===== config.mk =====
export PLATFORM = sky130hd
export DESIGN_NAME = line_ending_converter_core_flat
export DESIGN_NICKNAME = d
export VERILOG_FILES = /design/src/lec_pkg.sv /design/src/lec_if.sv /design/src/lec_step.sv /design/src/lec_burst.sv /design/src/line_ending_converter_core.sv /design/src/flat_wrapper.sv
export SDC_FILE = /design/constraint.sdc
export NUM_CORES = 1
export LEC_CHECK = 0
export ABC_CLOCK_PERIOD_IN_PS = 8100
export BUFFER_PORTS_ARGS = -buffer_cell sky130_fd_sc_hd__buf_4
export CAP_MARGIN = 20
export CORE_MARGIN = 2
export CORE_UTILIZATION = 60
export DETAILED_ROUTE_END_ITERATION = 16
export PLACE_DENSITY = 0.78
export SYNTH_ARGS = -nofsm -noshare
export SYNTH_HDL_FRONTEND = slang
export SYNTH_HIERARCHICAL = 1
export SYNTH_SLANG_ARGS = --single-unit

===== constraint.sdc =====
create_clock -name clk_i -period 8.1 [get_ports clk_i]
set_clock_uncertainty 0.1 [all_clocks]
set_input_delay 1.62 -clock clk_i [delete_from_list [all_inputs] [get_ports clk_i]]
set_output_delay 1.62 -clock clk_i [all_outputs]
set_load 0.01 [all_outputs]

===== src/lec_pkg.sv =====
// ---------------------------------------------------------------------------
// Line ending converter package
// Shared constants, types and helpers for the CR-LF / LF converter.
// ---------------------------------------------------------------------------
`default_nettype none

package lec_pkg;

  // Width of the internal saturating counters.
  localparam int unsigned COUNT_WIDTH = 32;
  // Width of the reported count fields.
  localparam int unsigned OUT_COUNT_WIDTH = 32;
  // Most result beats one input byte can cause.
  localparam int unsigned MAX_RESULTS = 3;
  localparam int unsigned NUM_WIDTH = $clog2(MAX_RESULTS + 1);

  // Character codes.
  localparam logic [7:0] CH_CZ = 8'd26;
  localparam logic [7:0] CH_LF = 8'd10;
  localparam logic [7:0] CH_CR = 8'd13;

  // Configuration register indexes.
  typedef enum logic [0:0] {
    REG_DIRECTION   = 1'b0,
    REG_CTRLZ_CHECK = 1'b1
  } reg_idx_e;

  typedef logic [COUNT_WIDTH-1:0] count_t;
  typedef logic [NUM_WIDTH-1:0]   num_t;

  // All result beats caused by one input byte.
  typedef struct packed {
    logic [MAX_RESULTS-1:0][7:0] bytes;      // bytes in output order
    num_t                        num;        // number of beats, at least one
    logic                        bare;       // single end marker, no byte
    logic                        last;       // final beat closes the file
    count_t                      read_cnt;   // bytes read, this one included
    count_t                      line_cnt;   // line ends converted so far
  } burst_t;

  // Counter increment that holds at the all-ones value.
  function automatic count_t sat_inc(count_t v);
    count_t r;
    r = (v == '1) ? v : v + count_t'(1);
    return r;
  endfunction

endpackage

`default_nettype wire


===== src/lec_if.sv =====
// ---------------------------------------------------------------------------
// Line ending converter stream interfaces
// Valid/ready channels for input bytes and result beats.
// ---------------------------------------------------------------------------
`default_nettype none

interface lec_in_if;
  logic       valid;
  logic       ready;
  logic [7:0] in_byte;
  logic       in_last;

  modport source (output valid, output in_byte, output in_last, input ready);
  modport sink   (input valid, input in_byte, input in_last, output ready);
endinterface

interface lec_out_if;
  logic        valid;
  logic        ready;
  logic [7:0]  out_byte;
  logic        byte_valid;
  logic        end_of_run;
  logic [31:0] bytes_read;
  logic [31:0] bytes_written;
  logic [31:0] lines_done;

  modport source (output valid, output out_byte, output byte_valid, output end_of_run,
                  output bytes_read, output bytes_written, output lines_done,
                  input ready);
  modport sink   (input valid, input out_byte, input byte_valid, input end_of_run,
                  input bytes_read, input bytes_written, input lines_done,
                  output ready);
endinterface

`default_nettype wire


===== src/lec_step.sv =====
// ---------------------------------------------------------------------------
// Line ending converter step
// Holds the per-file state and turns one accepted byte into a result burst.
// ---------------------------------------------------------------------------
`default_nettype none

module lec_step (
  input  wire logic           clk_i,
  input  wire logic           rst_ni,
  input  wire logic           accept_i,
  input  wire logic [7:0]     in_byte_i,
  input  wire logic           in_last_i,
  input  wire logic           direction_i,
  input  wire logic           ctrlz_check_i,
  output logic                load_o,
  output lec_pkg::burst_t     burst_o
);

  logic            pend_valid_q, pend_valid_d;
  logic [7:0]      pend_byte_q, pend_byte_d;
  lec_pkg::count_t read_q, read_d;
  lec_pkg::count_t line_q, line_d;

  // Conversion of one byte: fills the burst slots in output order.
  always_comb begin
    lec_pkg::count_t rd_new;
    lec_pkg::count_t ln_new;
    lec_pkg::num_t   n;
    logic [lec_pkg::MAX_RESULTS-1:0][7:0] bytes;

    pend_valid_d = pend_valid_q;
    pend_byte_d  = pend_byte_q;
    read_d       = read_q;
    line_d       = line_q;
    rd_new       = lec_pkg::sat_inc(read_q);
    ln_new       = line_q;
    n            = '0;
    bytes        = '0;

    if (accept_i) begin
      if (!direction_i) begin
        // CR-LF to LF: one byte is held back to pair a CR with its LF.
        if (!pend_valid_q) begin
          pend_byte_d  = in_byte_i;
          pend_valid_d = 1'b1;
        end else if (pend_byte_q == lec_pkg::CH_CR && in_byte_i == lec_pkg::CH_LF) begin
          ln_new       = lec_pkg::sat_inc(line_q);
          bytes[n]     = lec_pkg::CH_LF;
          n            = n + lec_pkg::num_t'(1);
          pend_valid_d = 1'b0;
        end else begin
          bytes[n]    = pend_byte_q;
          n           = n + lec_pkg::num_t'(1);
          pend_byte_d = in_byte_i;
        end
        // At end of file the held byte is flushed, unless it is a stripped control-Z.
        if (in_last_i && pend_valid_d &&
            !(ctrlz_check_i && pend_byte_d == lec_pkg::CH_CZ)) begin
          bytes[n] = pend_byte_d;
          n        = n + lec_pkg::num_t'(1);
        end
      end else begin
        // LF to CR-LF: every LF goes out as CR then LF.
        if (in_byte_i == lec_pkg::CH_LF) begin
          ln_new   = lec_pkg::sat_inc(line_q);
          bytes[n] = lec_pkg::CH_CR;
          n        = n + lec_pkg::num_t'(1);
          bytes[n] = lec_pkg::CH_LF;
          n        = n + lec_pkg::num_t'(1);
        end else begin
          bytes[n] = in_byte_i;
          n        = n + lec_pkg::num_t'(1);
        end
        // A DOS file must end in control-Z when checking is on.
        if (in_last_i && ctrlz_check_i && in_byte_i != lec_pkg::CH_CZ) begin
          bytes[n] = lec_pkg::CH_CZ;
          n        = n + lec_pkg::num_t'(1);
        end
      end

      read_d = rd_new;
      line_d = ln_new;

      // End of file returns every state entry to its start.
      if (in_last_i) begin
        pend_valid_d = 1'b0;
        pend_byte_d  = '0;
        read_d       = '0;
        line_d       = '0;
      end
    end

    load_o            = accept_i && (n != '0 || in_last_i);
    burst_o.bytes     = bytes;
    burst_o.bare      = (n == '0);
    burst_o.num       = (n == '0) ? lec_pkg::num_t'(1) : n;
    burst_o.last      = in_last_i;
    burst_o.read_cnt  = rd_new;
    burst_o.line_cnt  = ln_new;
  end

  // State registers.
  always_ff @(posedge clk_i or negedge rst_ni) begin
    if (!rst_ni) begin
      pend_valid_q <= 1'b0;
      pend_byte_q  <= '0;
      read_q       <= '0;
      line_q       <= '0;
    end else begin
      pend_valid_q <= pend_valid_d;
      pend_byte_q  <= pend_byte_d;
      read_q       <= read_d;
      line_q       <= line_d;
    end
  end

endmodule

`default_nettype wire


===== src/lec_burst.sv =====
// ---------------------------------------------------------------------------
// Line ending converter result register
// Holds one result burst and gives out one beat per cycle while ready is high.
// ---------------------------------------------------------------------------
`default_nettype none

module lec_burst (
  input  wire logic          clk_i,
  input  wire logic          rst_ni,
  input  wire logic          load_i,
  input  lec_pkg::burst_t    burst_i,
  output logic               free_o,
  lec_out_if.source          out_o
);

  logic            busy_q;
  lec_pkg::num_t   idx_q;
  lec_pkg::burst_t burst_q;
  lec_pkg::count_t written_q;
  lec_pkg::count_t written_inc;
  logic            pop;
  logic            final_beat;
  logic            final_pop;

  assign pop         = busy_q && out_o.ready;
  assign final_beat  = (idx_q == lec_pkg::num_t'(burst_q.num - lec_pkg::num_t'(1)));
  assign final_pop   = pop && final_beat;
  assign free_o      = !busy_q || final_pop;
  assign written_inc = lec_pkg::sat_inc(written_q);

  // Beat fields.
  assign out_o.valid         = busy_q;
  assign out_o.out_byte      = burst_q.bare ? 8'd0 : burst_q.bytes[idx_q];
  assign out_o.byte_valid    = !burst_q.bare;
  assign out_o.end_of_run    = burst_q.last && final_beat;
  assign out_o.bytes_read    = lec_pkg::OUT_COUNT_WIDTH'(burst_q.read_cnt);
  assign out_o.bytes_written = lec_pkg::OUT_COUNT_WIDTH'(burst_q.bare ? written_q : written_inc);
  assign out_o.lines_done    = lec_pkg::OUT_COUNT_WIDTH'(burst_q.line_cnt);

  // Burst payload, no reset needed.
  always_ff @(posedge clk_i) begin
    if (load_i) begin
      burst_q <= burst_i;
    end
  end

  // Beat sequencing and the written-byte counter.
  always_ff @(posedge clk_i or negedge rst_ni) begin
    if (!rst_ni) begin
      busy_q    <= 1'b0;
      idx_q     <= '0;
      written_q <= '0;
    end else begin
      if (load_i) begin
        busy_q <= 1'b1;
        idx_q  <= '0;
      end else if (final_pop) begin
        busy_q <= 1'b0;
      end else if (pop) begin
        idx_q <= idx_q + lec_pkg::num_t'(1);
      end

      if (pop) begin
        if (final_beat && burst_q.last) begin
          written_q <= '0;
        end else if (!burst_q.bare) begin
          written_q <= written_inc;
        end
      end
    end
  end

`ifndef ASSERT_OFF
  // A new burst never overwrites beats still waiting.
  a_load_free: assert property (@(posedge clk_i) disable iff (!rst_ni)
    load_i |-> free_o)
    else $error("burst loaded while beats remain");

  // The beat index stays inside the burst.
  a_idx_range: assert property (@(posedge clk_i) disable iff (!rst_ni)
    busy_q |-> (idx_q < burst_q.num))
    else $error("beat index past burst length");

  // Closing a file clears the written count.
  a_eof_clear: assert property (@(posedge clk_i) disable iff (!rst_ni)
    (pop && out_o.end_of_run) |=> (written_q == '0))
    else $error("written count not cleared at end of file");

  // A bare end marker is always a single closing beat.
  a_bare_last: assert property (@(posedge clk_i) disable iff (!rst_ni)
    (busy_q && burst_q.bare) |-> (burst_q.last && burst_q.num == lec_pkg::num_t'(1)))
    else $error("bare marker outside end of file");
`endif

endmodule

`default_nettype wire


===== src/line_ending_converter_core.sv =====
// The first result beat of a byte is valid in the cycle after the byte is accepted.
// One result beat per cycle while the output is ready; a byte causing k beats (k up
// to 3) holds the input until its final beat leaves the single result register, so
// one byte per cycle at most. A byte that causes no beat is absorbed without stalling.
// Reset (rst_ni low, asynchronous): registers cleared to direction 0, no checking,
// nothing held and all counts zero; the block is ready once reset is released.
// ---------------------------------------------------------------------------
// Line ending converter core
// CR-LF / LF conversion with control-Z end-of-file rules and running counts.
// ---------------------------------------------------------------------------
`default_nettype none

module line_ending_converter_core (
  input  wire logic       clk_i,
  input  wire logic       rst_ni,
  input  wire logic       cfg_we_i,
  input  wire logic [0:0] cfg_addr_i,
  input  wire logic [0:0] cfg_wdata_i,
  lec_in_if.sink          in_i,
  lec_out_if.source       out_o
);

  logic            direction_q;
  logic            ctrlz_check_q;
  logic            free;
  logic            accept;
  logic            load;
  lec_pkg::burst_t burst;

  // Configuration registers.
  always_ff @(posedge clk_i or negedge rst_ni) begin
    if (!rst_ni) begin
      direction_q   <= 1'b0;
      ctrlz_check_q <= 1'b0;
    end else if (cfg_we_i) begin
      unique case (cfg_addr_i)
        lec_pkg::REG_DIRECTION:   direction_q   <= cfg_wdata_i[0];
        lec_pkg::REG_CTRLZ_CHECK: ctrlz_check_q <= cfg_wdata_i[0];
        default:                  ;
      endcase
    end
  end

  // Input handshake.
  assign in_i.ready = free;
  assign accept     = in_i.valid && free;

  lec_step u_step (
    .clk_i         (clk_i),
    .rst_ni        (rst_ni),
    .accept_i      (accept),
    .in_byte_i     (in_i.in_byte),
    .in_last_i     (in_i.in_last),
    .direction_i   (direction_q),
    .ctrlz_check_i (ctrlz_check_q),
    .load_o        (load),
    .burst_o       (burst)
  );

  lec_burst u_burst (
    .clk_i   (clk_i),
    .rst_ni  (rst_ni),
    .load_i  (load),
    .burst_i (burst),
    .free_o  (free),
    .out_o   (out_o)
  );

endmodule

`default_nettype wire


===== src/flat_wrapper.sv =====
// flat-port wrapper written by rule: the top's interface ports become plain ports
module line_ending_converter_core_flat 
  (clk_i, rst_ni, cfg_we_i, cfg_addr_i, cfg_wdata_i, in_i_valid, in_i_in_byte, in_i_in_last, in_i_ready, out_o_valid, out_o_out_byte, out_o_byte_valid, out_o_end_of_run, out_o_bytes_read, out_o_bytes_written, out_o_lines_done, out_o_ready);
  lec_in_if in_i_i ();
  lec_out_if out_o_i ();
  input  wire logic clk_i;
  input  wire logic rst_ni;
  input  wire logic cfg_we_i;
  input  wire logic [0:0] cfg_addr_i;
  input  wire logic [0:0] cfg_wdata_i;
  input wire logic [$bits(in_i_i.valid)-1:0] in_i_valid;
  input wire logic [$bits(in_i_i.in_byte)-1:0] in_i_in_byte;
  input wire logic [$bits(in_i_i.in_last)-1:0] in_i_in_last;
  output wire logic [$bits(in_i_i.ready)-1:0] in_i_ready;
  output wire logic [$bits(out_o_i.valid)-1:0] out_o_valid;
  output wire logic [$bits(out_o_i.out_byte)-1:0] out_o_out_byte;
  output wire logic [$bits(out_o_i.byte_valid)-1:0] out_o_byte_valid;
  output wire logic [$bits(out_o_i.end_of_run)-1:0] out_o_end_of_run;
  output wire logic [$bits(out_o_i.bytes_read)-1:0] out_o_bytes_read;
  output wire logic [$bits(out_o_i.bytes_written)-1:0] out_o_bytes_written;
  output wire logic [$bits(out_o_i.lines_done)-1:0] out_o_lines_done;
  input wire logic [$bits(out_o_i.ready)-1:0] out_o_ready;
  assign in_i_i.valid = in_i_valid;
  assign in_i_i.in_byte = in_i_in_byte;
  assign in_i_i.in_last = in_i_in_last;
  assign in_i_ready = in_i_i.ready;
  assign out_o_valid = out_o_i.valid;
  assign out_o_out_byte = out_o_i.out_byte;
  assign out_o_byte_valid = out_o_i.byte_valid;
  assign out_o_end_of_run = out_o_i.end_of_run;
  assign out_o_bytes_read = out_o_i.bytes_read;
  assign out_o_bytes_written = out_o_i.bytes_written;
  assign out_o_lines_done = out_o_i.lines_done;
  assign out_o_i.ready = out_o_ready;
  line_ending_converter_core u_core (.clk_i(clk_i), .rst_ni(rst_ni), .cfg_we_i(cfg_we_i), .cfg_addr_i(cfg_addr_i), .cfg_wdata_i(cfg_wdata_i), .in_i(in_i_i), .out_o(out_o_i));
endmodule

* Word-level counts from Yosys, hierarchy flattened
Cells that the tools add are included.
** Cells by class
- Bitwise gates (word level) :: 4
- Multiplexer cells :: 60
- $add $sub $neg :: 7
- Equality and inequality tests :: 10
- $lt $le $gt $ge :: 5
- Reductions and logical operators :: 26
** Operators by type and width (count)
- $mux W32 :: 12
- $mux W8 :: 19
- $add A32 B1 Y32 const B :: 3
- $eq A32 B32 Y1 const B :: 3
- $mux W24 :: 3
- $demux W8 S2 :: 2
- $bwmux W24 :: 1
- $mux W2 :: 12
- $bmux W8 S2 :: 1
- $eq A8 B4 Y1 const B :: 2
- $and A10 B15 Y15 :: 1
- $not A15 Y15 :: 1
- $logic_and A1 B1 Y1 :: 13
- $lt A2 B3 Y1 const B :: 3
- $mux W1 :: 9
- $or A6 B9 Y9 :: 1
- $eq A8 B5 Y1 const B :: 1
- $ne A8 B5 Y1 const B :: 1
- $reduce_and A2 Y1 :: 4
- $add A2 B1 Y2 const B :: 3
- $reduce_bool A2 Y1 :: 3
- $ge A2 B1 Y1 const B :: 2
- $mux W4 :: 1
- $logic_not A1 Y1 :: 3
- 7 further kinds :: 8
** Word-level totals
- Register bits :: 202
- Logic and storage cells :: 129
- Input port bits :: 16
- Output and inout bits :: 108

* Depth between registers and ports, before layout
Gate-level depths: netlist (run 1).
- Word-level depth :: 18
- Depth in mapped cells :: 12
- Mapped depth without buffers :: 10

* By module
Netlist (run 1), hierarchy kept.
** By module, submodules not included
- lec_step :: seq. area each 1826.8 um^2, instances 1, cells an instance 768, area each 6163.4 um^2
- lec_burst :: seq. area each 3638.5 um^2, instances 1, cells an instance 499, area each 6045.8 um^2
- line_ending_converter_core :: seq. area each 50.0 um^2, instances 1, cells an instance 7, area each 92.6 um^2

* Worst setup path before layout (run 1)
OpenSTA, ideal clock, no wires.
- Kind :: input -> register
- Start point :: in in_i_in_byte[7]
- End point :: reg u_core/u_burst/burst_q[64] (netlist bit), enable pin
- Setup slack :: -276 ps
- Library setup time :: 577 ps
- Path buffers :: 0
- Data arrival time :: 7699 ps
- Stages :: 8
- Data required time :: 7423 ps
- Cells stage by stage :: nor4b_4 > and4_1 > nand2_1 > and3_1 > ha_1 > o211ai_1 > nor2b_1 > a21oi_1
** On the way
- Word-level cells in the longest chain between the ends :: 16
- Elaborated cells on any way between the ends :: 28
- Classes of those cells :: 1 x add/sub; 3 x eq/ne; 15 x mux; 9 x reduce/logical
** Ends and longest elaborated chain
- from (decl) :: RTL line flat_wrapper.sv:12 : input wire logic [$bits(in_i_i.in_byte)-1:0] in_i_in_byte;
- $eq A8 B4 Y1 :: RTL line lec_step.sv:46, lec_step.sv:64
- $logic_and A1 B1 Y1 :: RTL line lec_step.sv:46 : end else if (pend_byte_q == lec_pkg::CH_CR && in_byte_i == lec_pkg::CH_LF) begin
- $mux W8 :: RTL line lec_step.sv:46
- $mux W8 :: RTL line lec_step.sv:43 : if (!pend_valid_q) begin
- $mux W8 :: RTL line lec_step.sv:41 : if (!direction_i) begin
- $mux W8 :: RTL line lec_step.sv:40 : if (accept_i) begin
- $eq A8 B5 Y1 :: RTL line lec_step.sv:58 : !(ctrlz_check_i && pend_byte_d == lec_pkg::CH_CZ)) begin
- $logic_and A1 B1 Y1 :: RTL line lec_step.sv:58
- $logic_not A1 Y1 :: RTL line lec_step.sv:58
- $logic_and A1 B1 Y1 :: RTL line lec_step.sv:57 : if (in_last_i && pend_valid_d &&
- $mux W2 :: RTL line lec_step.sv:57
- $mux W2 (*) :: RTL line lec_step.sv:41
- $mux W2 (*) :: RTL line lec_step.sv:40
- $reduce_bool A2 Y1 (*) :: RTL line lec_step.sv:93 : load_o = accept_i && (n != '0 || in_last_i);
- $logic_or A1 B1 Y1 (*) :: RTL line lec_step.sv:93
- $logic_and A1 B1 Y1 (*) :: RTL line lec_step.sv:93
- named net u_core.load :: RTL line line_ending_converter_core.sv:27 : logic load;
- to (signal assigned) :: RTL line lec_burst.sv:43 : burst_q <= burst_i;
- to (decl) :: RTL line lec_burst.sv:18 : lec_pkg::burst_t burst_q;
Mark *: on every way through the listed nets, which the timed path passes. The rest lies on a longest branch. The select of a mux whose other input is x is not followed.
A chain may end at the register's enable or synchronous reset.

* Worst setup path in the final report (run 1)
- Start point :: reg u_core.u_burst.idx_q[1]
- End point :: out out_o_end_of_run
** On the way
- Word-level cells in the longest chain between the ends :: 2
** Ends and longest elaborated chain
- from (decl) :: RTL line lec_burst.sv:17 : lec_pkg::num_t idx_q;
- from (signal assigned) :: RTL line lec_burst.sv:60 : idx_q <= idx_q + lec_pkg::num_t'(1);
- $eq A2 B2 Y1 :: RTL line lec_burst.sv:26 : assign final_beat = (idx_q == lec_pkg::num_t'(burst_q.num - lec_pkg::num_t'(1)));
- $logic_and A1 B1 Y1 :: RTL line lec_burst.sv:35 : assign out_o.end_of_run = burst_q.last && final_beat;
- to (decl) :: RTL line flat_wrapper.sv:18 : output wire logic [$bits(out_o_i.end_of_run)-1:0] out_o_end_of_run;
Every way passes these cells.

==> key figures, run 1 <==
Drt
  – Wire length on met2: 14000 microns
  – Total number of vias: around 10000
  – Highest routed layer: met4
  – Vias per Instance: approximately 6.4
  – WL met3: about 2100 microns
  – ANT nets after route: 0
  – DRC: 0
  – M1 WL: 12600 microns
  – Initial DRC count: 950
  – Routed WL: 29500 microns
  – TritonRoute pass-1 iters: 6
  – Wire length per cell: ~19 microns

Floorplanning
  – Die width: 147 microns
  – Rows: 52
  – Core area: between 20000 and 25000 sq um
  – Num ports: ~120
  – Die area: between 20000 and 25000 sq um
  – Initial cell density of the core: 0.610
  – DIE HEIGHT: ~150 microns

Pwr
  – LEAKAGE: 5.19 nW
  – Pwr dens: approximately 290 nW/um^2
  – Maximum vdd drop: roughly 0.19 mV

STA
  – Final Hold Viols: 0
  – Fmax: around 0.20 GHz
  – Final Slew Violations: 0
  – Rel. slew slack: 0.386
  – Worst Tran Pin Value: 0.919 ns
  – Tmin final: between 4 and 5 ns
  – Final setup fails: 0
  – Setup TNS Final: 0 ns
  – Period utilization: 0.611
  – RSZ-0062 raised after global routing: no

Cells and area
  – N_diodes: 0
  – Post-route cell area: between 10000 and 15000 sq um
  – Most frequent cells in the layout: nand2_1 (140), buf_4 (134), dfrtp_1 (110)
  – Share of layout cells above drive strength 1: 0.160
  – Nets: 1300
  – Most common cell after layout, fill and taps aside: nand2_1
  – Area growth syn-to-layout: 10.3%

Job
  – Max-cap violations: 0

Placement
  – Placer Congestion: 0.876
  – Detailed placer's ending HPWL: between 15000 and 20000 microns
  – IO Port Bufs: roughly 120
  – DP Area: roughly 13000 sq um

CTS
  – CTS root buffer: clkbuf_16
  – CTS Sinks: slightly above 200
  – PostCTS Resize Cnt: 0
  – Htree depth: 1
  – Hold buffer count at cts: 0
  – Reg clk slew, reported paths: 0.06 ns
  – Post-CTS Repair Setup Buffers: 0
  – Clock tree buffer depth: 3
  – Num CTS Buffers: 23
  – Skew-Pair Late Insertion Delay: between 0.5 and 0.6 ns
  – CTS tree: done

Setup path
  – CP max-delay cell: nand2_1
  – Worst setup SP type: flip-flop
  – Crit path required time: around 6.4 ns
  – Crit-path max FO: 23
  – Critical Path End Type: primary output
  – Critical Path Max Stage Delay: ~0.7 ns
  – WP data arrival: between 3 and 4 ns
  – Type of the worst setup path: flip-flop to primary output
  – Crit path launch: u_core/u_burst/idx_q[1]$_DFFE_PN0P_
  – CP Cell Sequence: xor2_1, mux2i_1, nand2_1, inv_1, buf_4
  – Reg-to-reg startpoint: u_core/u_burst/idx_q[1]$_DFFE_PN0P_

GRT
  – GRT Residual Overflow: 0
  – Vias in the first global route: roughly 9500
  – First-pass GRT wire length: 48100 microns
  – Pin count of the biggest net entering global routing: 77
  – Initial antenna violation count: 0
  – Total global-route track usage: 0.269

Synth
  – Yosys cell types: 82
  – Syn Area/Cell: ~9.7 sq um
  – Synth Register Bits: about 200
  – Post-synthesis async set-or-reset flop share: 0.545
  – Yosys Warn Count: 6
  – Synthesized instance count: ~1300
  – Synthesized cell area: ~12000 sq um
  – EDFF count, synth: about 90
  – Ys flop type: dfrtp_1
  – Post-synthesis sequential area ratio: 0.448

Hold path
  – Min-Delay Path Class: flip-flop to flip-flop
  – Min-delay src: u_core/u_burst/written_q[30]$_DFFE_PN0P_

Status
  – Status: complete, no violations
critical path: cells and delay by family, from the launching register on:
family                    cells  cell delay (ns)
and+or+nand+nor               1             0.71
DFF                           1             0.70
muxes                         1             0.60
buffers and inverters         2             0.49
xor gates and xnor gates      1             0.23
flip-flops by register name, summed over array words and instances (netlist names):
register,flops
u_core/u_burst/burst_q,28
u_core/u_burst/out_o.valid,1
u_core/u_burst/out_o.lines_done,32
u_core/u_step/pend_valid_q,1
u_core/u_step/line_q,32
u_core/u_step/pend_byte_q,8
u_core/u_step/read_q,32
u_core/u_burst/out_o.bytes_read,32
u_core/ctrlz_check_q,1
u_core/u_burst/idx_q,2
u_core/direction_q,1
u_core/u_burst/written_q,32
through the flow:
step / worst slack (ns) / power, mW / utilization / instances / hold slack (ns)
5_1_grt: 2.95 / 4.17 / 0.673 / 1563 / 0.467
3_3_place_gp: 3.33 / 2.82 / 0.632 / 1520 / 0.419
4_1_cts: 3.17 / 3.96 / 0.671 / 1561 / 0.448
6_report: 3.15 / 3.95 / 0.673 / 1563 / 0.448
3_5_place_dp: 3.26 / 2.86 / 0.632 / 1520 / 0.433
2_1_floorplan: 1.84 / 2.53 / - / 1278 / 0.392
synthesized netlist by cell type (6+ instances only):
library cell	count	share of area
o2bb2ai_1	13	0.0093
o21ai_0	22	0.0090
nor4_1	19	0.0097
a21oi_1	34	0.014
xor2_1	27	0.019
or4_1	31	0.019
o211ai_1	30	0.018
o311ai_0	27	0.019
and4_1	14	0.010
xnor2_1	61	0.043
o31ai_1	12	0.0073
dfrtp_1	110	0.22
mux2i_1	18	0.015
ha_1	7	0.0071
edfxtp_1	92	0.22
nor2_1	81	0.025
and2_1	13	0.0066
nor2b_1	8	0.0041
clkbuf_1	54	0.016
nand2b_1	9	0.0046
buf_2	24	0.0098
nand2_1	140	0.043
a221o_1	6	0.0049
buf_4	76	0.046
a31o_2	7	0.0050
or3_1	18	0.0092
nand4_1	39	0.020
a311o_1	11	0.0090
nand3_1	69	0.028
a22oi_1	12	0.0073
nor3_1	21	0.0085
inv_1	46	0.014
and3_1	19	0.0097
o221ai_1	8	0.0057
report_power, final:
group / total [mW] / switching [mW] / internal (mW)
Clock: 1.09 / 0.412 / 0.673
Combinational: 1.16 / 0.656 / 0.502
Sequential: 1.71 / 0.324 / 1.38
routing by layer:
metal	GRT usage	vias to the layer above
li1	-	4690
met1	0.377	4801
met2	0.441	459
met3	0.0342	69
met4	0.0832	0
met5	0	-
area by class of cell:
cell class	instances	area (sq um)
Sequential cell	202	5520
Fill cell	1570	6610
Clock inverter	12	160
Multi-Input combinational cell	868	5710
Inverter	47	176
Timing Repair Buffer	135	1030
Clock buffer	29	628
Tap cell	270	338
worst paths after layout:
kind,depth (start not counted),endpoint,slack (ns)
setup reg to reg,11,u_core/u_burst/out_o.lines_done[20]$_DFFE_PP_,3.34
hold reg to reg,1,u_core/u_burst/written_q[30]$_DFFE_PN0P_,0.45
setup / recovery,5,out_o_end_of_run,3.15
max in group asynchronous,3,u_core/u_step/read_q[22]$_DFFE_PN0P_,5.85
min in group asynchronous,1,u_core/u_burst/written_q[14]$_DFFE_PN0P_,0.98
hold / removal,1,u_core/u_burst/written_q[30]$_DFFE_PN0P_,0.45
logic make-up (layout without fill, tap and decap cells):
family	after synthesis	in the layout	synth area share
AOI/OAI and AO/OA	239	239	0.152
xor gates and xnor gates	88	88	0.0627
adders and majority gates	7	7	0.00712
buffers and inverters	208	223	0.0898
DFF	202	202	0.448
muxes	22	22	0.0186
other	1	5	0.000305
and+or+nand+nor	507	507	0.221
Note: power is estimated with default switching activity, not from simulation.
==> inputs of run 2 (changes only) <==
--- a/config.mk
+++ b/config.mk
@@ -5,13 +5,14 @@
 export SDC_FILE = /design/constraint.sdc
 export NUM_CORES = 1
 export LEC_CHECK = 0
-export ABC_CLOCK_PERIOD_IN_PS = 8100
+export ABC_AREA = 1
+export ABC_CLOCK_PERIOD_IN_PS = 4500
 export BUFFER_PORTS_ARGS = -buffer_cell sky130_fd_sc_hd__buf_4
 export CAP_MARGIN = 20
 export CORE_MARGIN = 2
-export CORE_UTILIZATION = 60
+export CORE_UTILIZATION = 55
 export DETAILED_ROUTE_END_ITERATION = 16
-export PLACE_DENSITY = 0.78
+export PLACE_DENSITY = 0.75
 export SYNTH_ARGS = -nofsm -noshare
 export SYNTH_HDL_FRONTEND = slang
 export SYNTH_HIERARCHICAL = 1
==> constraint.sdc (replaced) <==
create_clock -name clk_i -period 4.5 [get_ports clk_i]
set_clock_uncertainty 0.1 [all_clocks]
set_input_delay 0.9 -clock clk_i [delete_from_list [all_inputs] [get_ports clk_i]]
set_output_delay 0.9 -clock clk_i [all_outputs]
set_load 0.01 [all_outputs]
==> key figures, run 2 <==
Synth
  – Yosys cell types: 45 (-45%)
  – Yosys Warn Count: 6 (unchanged)
  – Post-synthesis async set-or-reset flop share: 0.545 (unchanged)
  – Ys flop type: dfrtp_1
  – Most numerous cell in the Yosys netlist: nand2_1
  – Post-synthesis sequential area ratio: 0.431 (-0.0170)
  – Syn Area/Cell: 7.43 sq um (-23%)
  – Area contributors post-synth: edfxtp_1 (22%), dfrtp_1 (22%), nand2_1 (16%)
  – Yosys top cell by area: edfxtp_1
  – Area fraction of the dominant cell type after synthesis: 0.216 (-0.00853)
  – Synthesized instance count: 1720 (+35%)
  – Post-synth top cells: nand2_1 (534), nand3_1 (181), inv_1 (167), nor2_1 (157), dfrtp_1 (110)
  – EDFF count, synth: 92 (unchanged)
  – Synth Register Bits: 202 (unchanged)
  – Synthesized cell area: 12800 sq um (+3.9%)

CTS
  – Reg clk slew, reported paths: 0.06 ns (about the same)
  – Htree depth: 1 (unchanged)
  – CTS root buffer: clkbuf_16
  – Skew-Pair Late Insertion Delay: 0.51 ns (about the same)
  – Clock tree buffer depth: 3 (unchanged)
  – Hold buffer count at cts: 0 (unchanged)
  – Num CTS Buffers: 23 (unchanged)
  – PostCTS Resize Cnt: 0 (unchanged)
  – Post-CTS Repair Setup Buffers: 0 (unchanged)
  – CTS Sinks: 202 (unchanged)
  – CTS tree: done

Pwr
  – Maximum vdd drop: 0.319 mV (+64%)
  – Pwr dens: 442 nW/um^2 (+52%)
  – LEAKAGE: 6.48 nW (+25%)

Setup path
  – Critical Path End Type: primary output
  – Reg-to-reg setup timing slack: 1.02 ns (-2.32 ns)
  – Type of the worst setup path: flip-flop to primary output
  – WP data arrival: 2.68 ns (-0.55 ns)
  – Reg-to-reg startpoint: u_core/u_burst/idx_q[0]$_DFFE_PN0P_
  – Worst setup SP type: flip-flop
  – Crit path required time: 3.50 ns (-2.88 ns)
  – R2r worst-path depth: 14 (+3)
  – Reg-to-reg endpoint: u_core/u_burst/out_o.lines_done[19]$_DFFE_PP_
  – Crit-path max FO: 17 (-26%)

Floorplanning
  – DIE HEIGHT: 156 microns (+6.3%)
  – Die area: 24500 sq um (+13%)
  – Core area: 22700 sq um (+13%)
  – Rows: 55 (+5.8%)
  – Die width: 156 microns (+6.3%)
  – Initial cell density of the core: 0.563 (-0.0468)
  – Num ports: 124 (unchanged)

Placement
  – IO Port Bufs: 123 (unchanged)
  – Post-Place Cells: 2018 (+33%)
  – Place WS: 0.619 ns (-2.64 ns)
  – DP Area: 13400 sq um (+4.9%)
  – Placer Congestion: 0.950 (+8.4%)
  – Detailed placer's ending HPWL: 22900 microns (+18%)

Drt
  – Routed WL: 32500 microns (+10%)
  – TritonRoute pass-1 iters: 5 (-1)
  – Vias per Instance: 5.48 (-14%)
  – Total number of vias: 11300 (+13%)
  – Initial DRC count: 947 (-0.32%)
  – DRC: 0 (unchanged)
  – Wire length per cell: 15.8 microns (-16%)
  – ANT nets after route: 0 (unchanged)

STA
  – Final Hold Viols: 0 (unchanged)
  – Worst Tran Pin Value: 0.991 ns (+0.0720 ns)
  – Setup TNS Final: 0 ns (unchanged)
  – Final setup fails: 0 (unchanged)
  – Rel. slew slack: 0.338 (-0.0479)
  – Worst Slack Setup Final: 0.820 ns (-2.33 ns)
  – Period utilization: 0.818
  – RSZ-0062 raised after global routing: no
  – Tmin final: roughly 3.7 ns
  – Fmax: between 0.2 and 0.3 GHz
  – Final Slew Violations: 0 (unchanged)

Cells and area
  – Nets: 1781 (+37%)
  – N_diodes: 0 (unchanged)
  – Non-Filler Instances: 2059 (+32%)
  – Area growth syn-to-layout: 10.4%
  – Most frequent cells in the layout: nand2_1 (534), nand3_1 (181), inv_1 (166)
  – Post-route cell area: 14100 sq um (+4.1%)
  – Most common cell after layout, fill and taps aside: nand2_1
  – Share of layout cells above drive strength 1: 0.127 (-0.0333)
  – Finished Core Util: 0.622 (-0.0509)

GRT
  – Vias in the first global route: 10700 (+12%)
  – Total global-route track usage: 0.268 (-0.000752)
  – GRT Residual Overflow: 0 (unchanged)
  – First-pass GRT wire length: 53200 microns (+11%)
  – Initial antenna violation count: 0 (unchanged)
  – Pin count of the biggest net entering global routing: 68 (-12%)

Job
  – Max-cap violations: 0 (unchanged)

Status
  – Status: complete, no violations

Hold path
  – Min-Delay Path Class: input pin to async pin
run 2: cell count changes after synthesis, moves of 31 or more:
cell / delta
nand2_1: +394
o21ai_0: +43
nor2_1: +76
or4_1: -31
inv_1: +121
xnor2_1: -53
nand3_1: +112
run 2: area by class of cell:
| cell class | instances | area (sq um) |
|---|---|---|
| Timing Repair Buffer | 135 | 1030 |
| Tap cell | 285 | 357 |
| Clock inverter | 14 | 154 |
| Sequential cell | 202 | 5520 |
| Fill cell | 2074 | 8590 |
| Multi-Input combinational cell | 1218 | 5800 |
| Inverter | 178 | 668 |
| Clock buffer | 27 | 601 |
run 2: layer usage:
| layer | track usage | vias to the layer above | part of all wire |
|---|---|---|---|
| met5 | 0 | - | 0 |
| met4 | 0.0830 | 0 | 0.028 |
| met3 | 0.0407 | 66 | 0.076 |
| met2 | 0.435 | 450 | 0.46 |
| met1 | 0.373 | 5196 | 0.44 |
| li1 | - | 5580 | - |
run 2: worst max path at each step:
stage | from | to | slack [ns] | cells after the start
2_1_floorplan | out_o_ready | u_core/u_burst/idx_q[1]$_DFFE_PN0P_ | 0.07 | 14
3_3_place_gp | in_i_in_byte[7] | u_core/u_burst/out_o.lines_done[19]$_DFFE_PP_ | 0.67 | 12
3_5_place_dp | in_i_in_byte[7] | u_core/u_burst/out_o.lines_done[19]$_DFFE_PP_ | 0.62 | 12
4_1_cts | u_core/u_burst/burst_q[65]$_DFFE_PP_ | out_o_bytes_written[15] | 0.85 | 7
5_1_grt | u_core/u_burst/idx_q[0]$_DFFE_PN0P_ | u_core/u_burst/out_o.lines_done[31]$_DFFE_PP_ | 0.62 | 14
6_report | u_core/u_burst/burst_q[65]$_DFFE_PP_ | out_o_bytes_written[15] | 0.82 | 7
run 2: metrics by stage:
stage,hold slack [ns],power [mW]
floorplan,0.336,3.83
global placement,0.413,4.33
detailed placement,0.426,4.36
CTS,0.419,6.26
global route,0.464,6.58
finish,0.397,6.24
run 2: cell families after synthesis:
group                    synth area share
AO/OA/AOI/OAI                      0.0638
adder cells (fa/ha/maj)           0.00685
buffers and inverters               0.118
other                            0.000293
AND/OR/NAND/NOR                     0.353
flip-flops                          0.431
XOR/XNOR                           0.0267
run 2: where the power goes:
| group | total (mW) | internal, mW | switching (mW) |
|---|---|---|---|
| clock network | 1.89 | 1.13 | 0.761 |
| logic | 1.65 | 0.594 | 1.05 |
| registers | 2.70 | 2.34 | 0.367 |
run 2: critical path, stage by stage, from the launching register on:
cell,delay (ns)
edfxtp_1,0.81
clkinv_1,0.47
nand2_2,0.31
inv_1,0.14
nand3_1,0.11
nand2_1,0.06
and2_1,0.13
buf_4,0.14
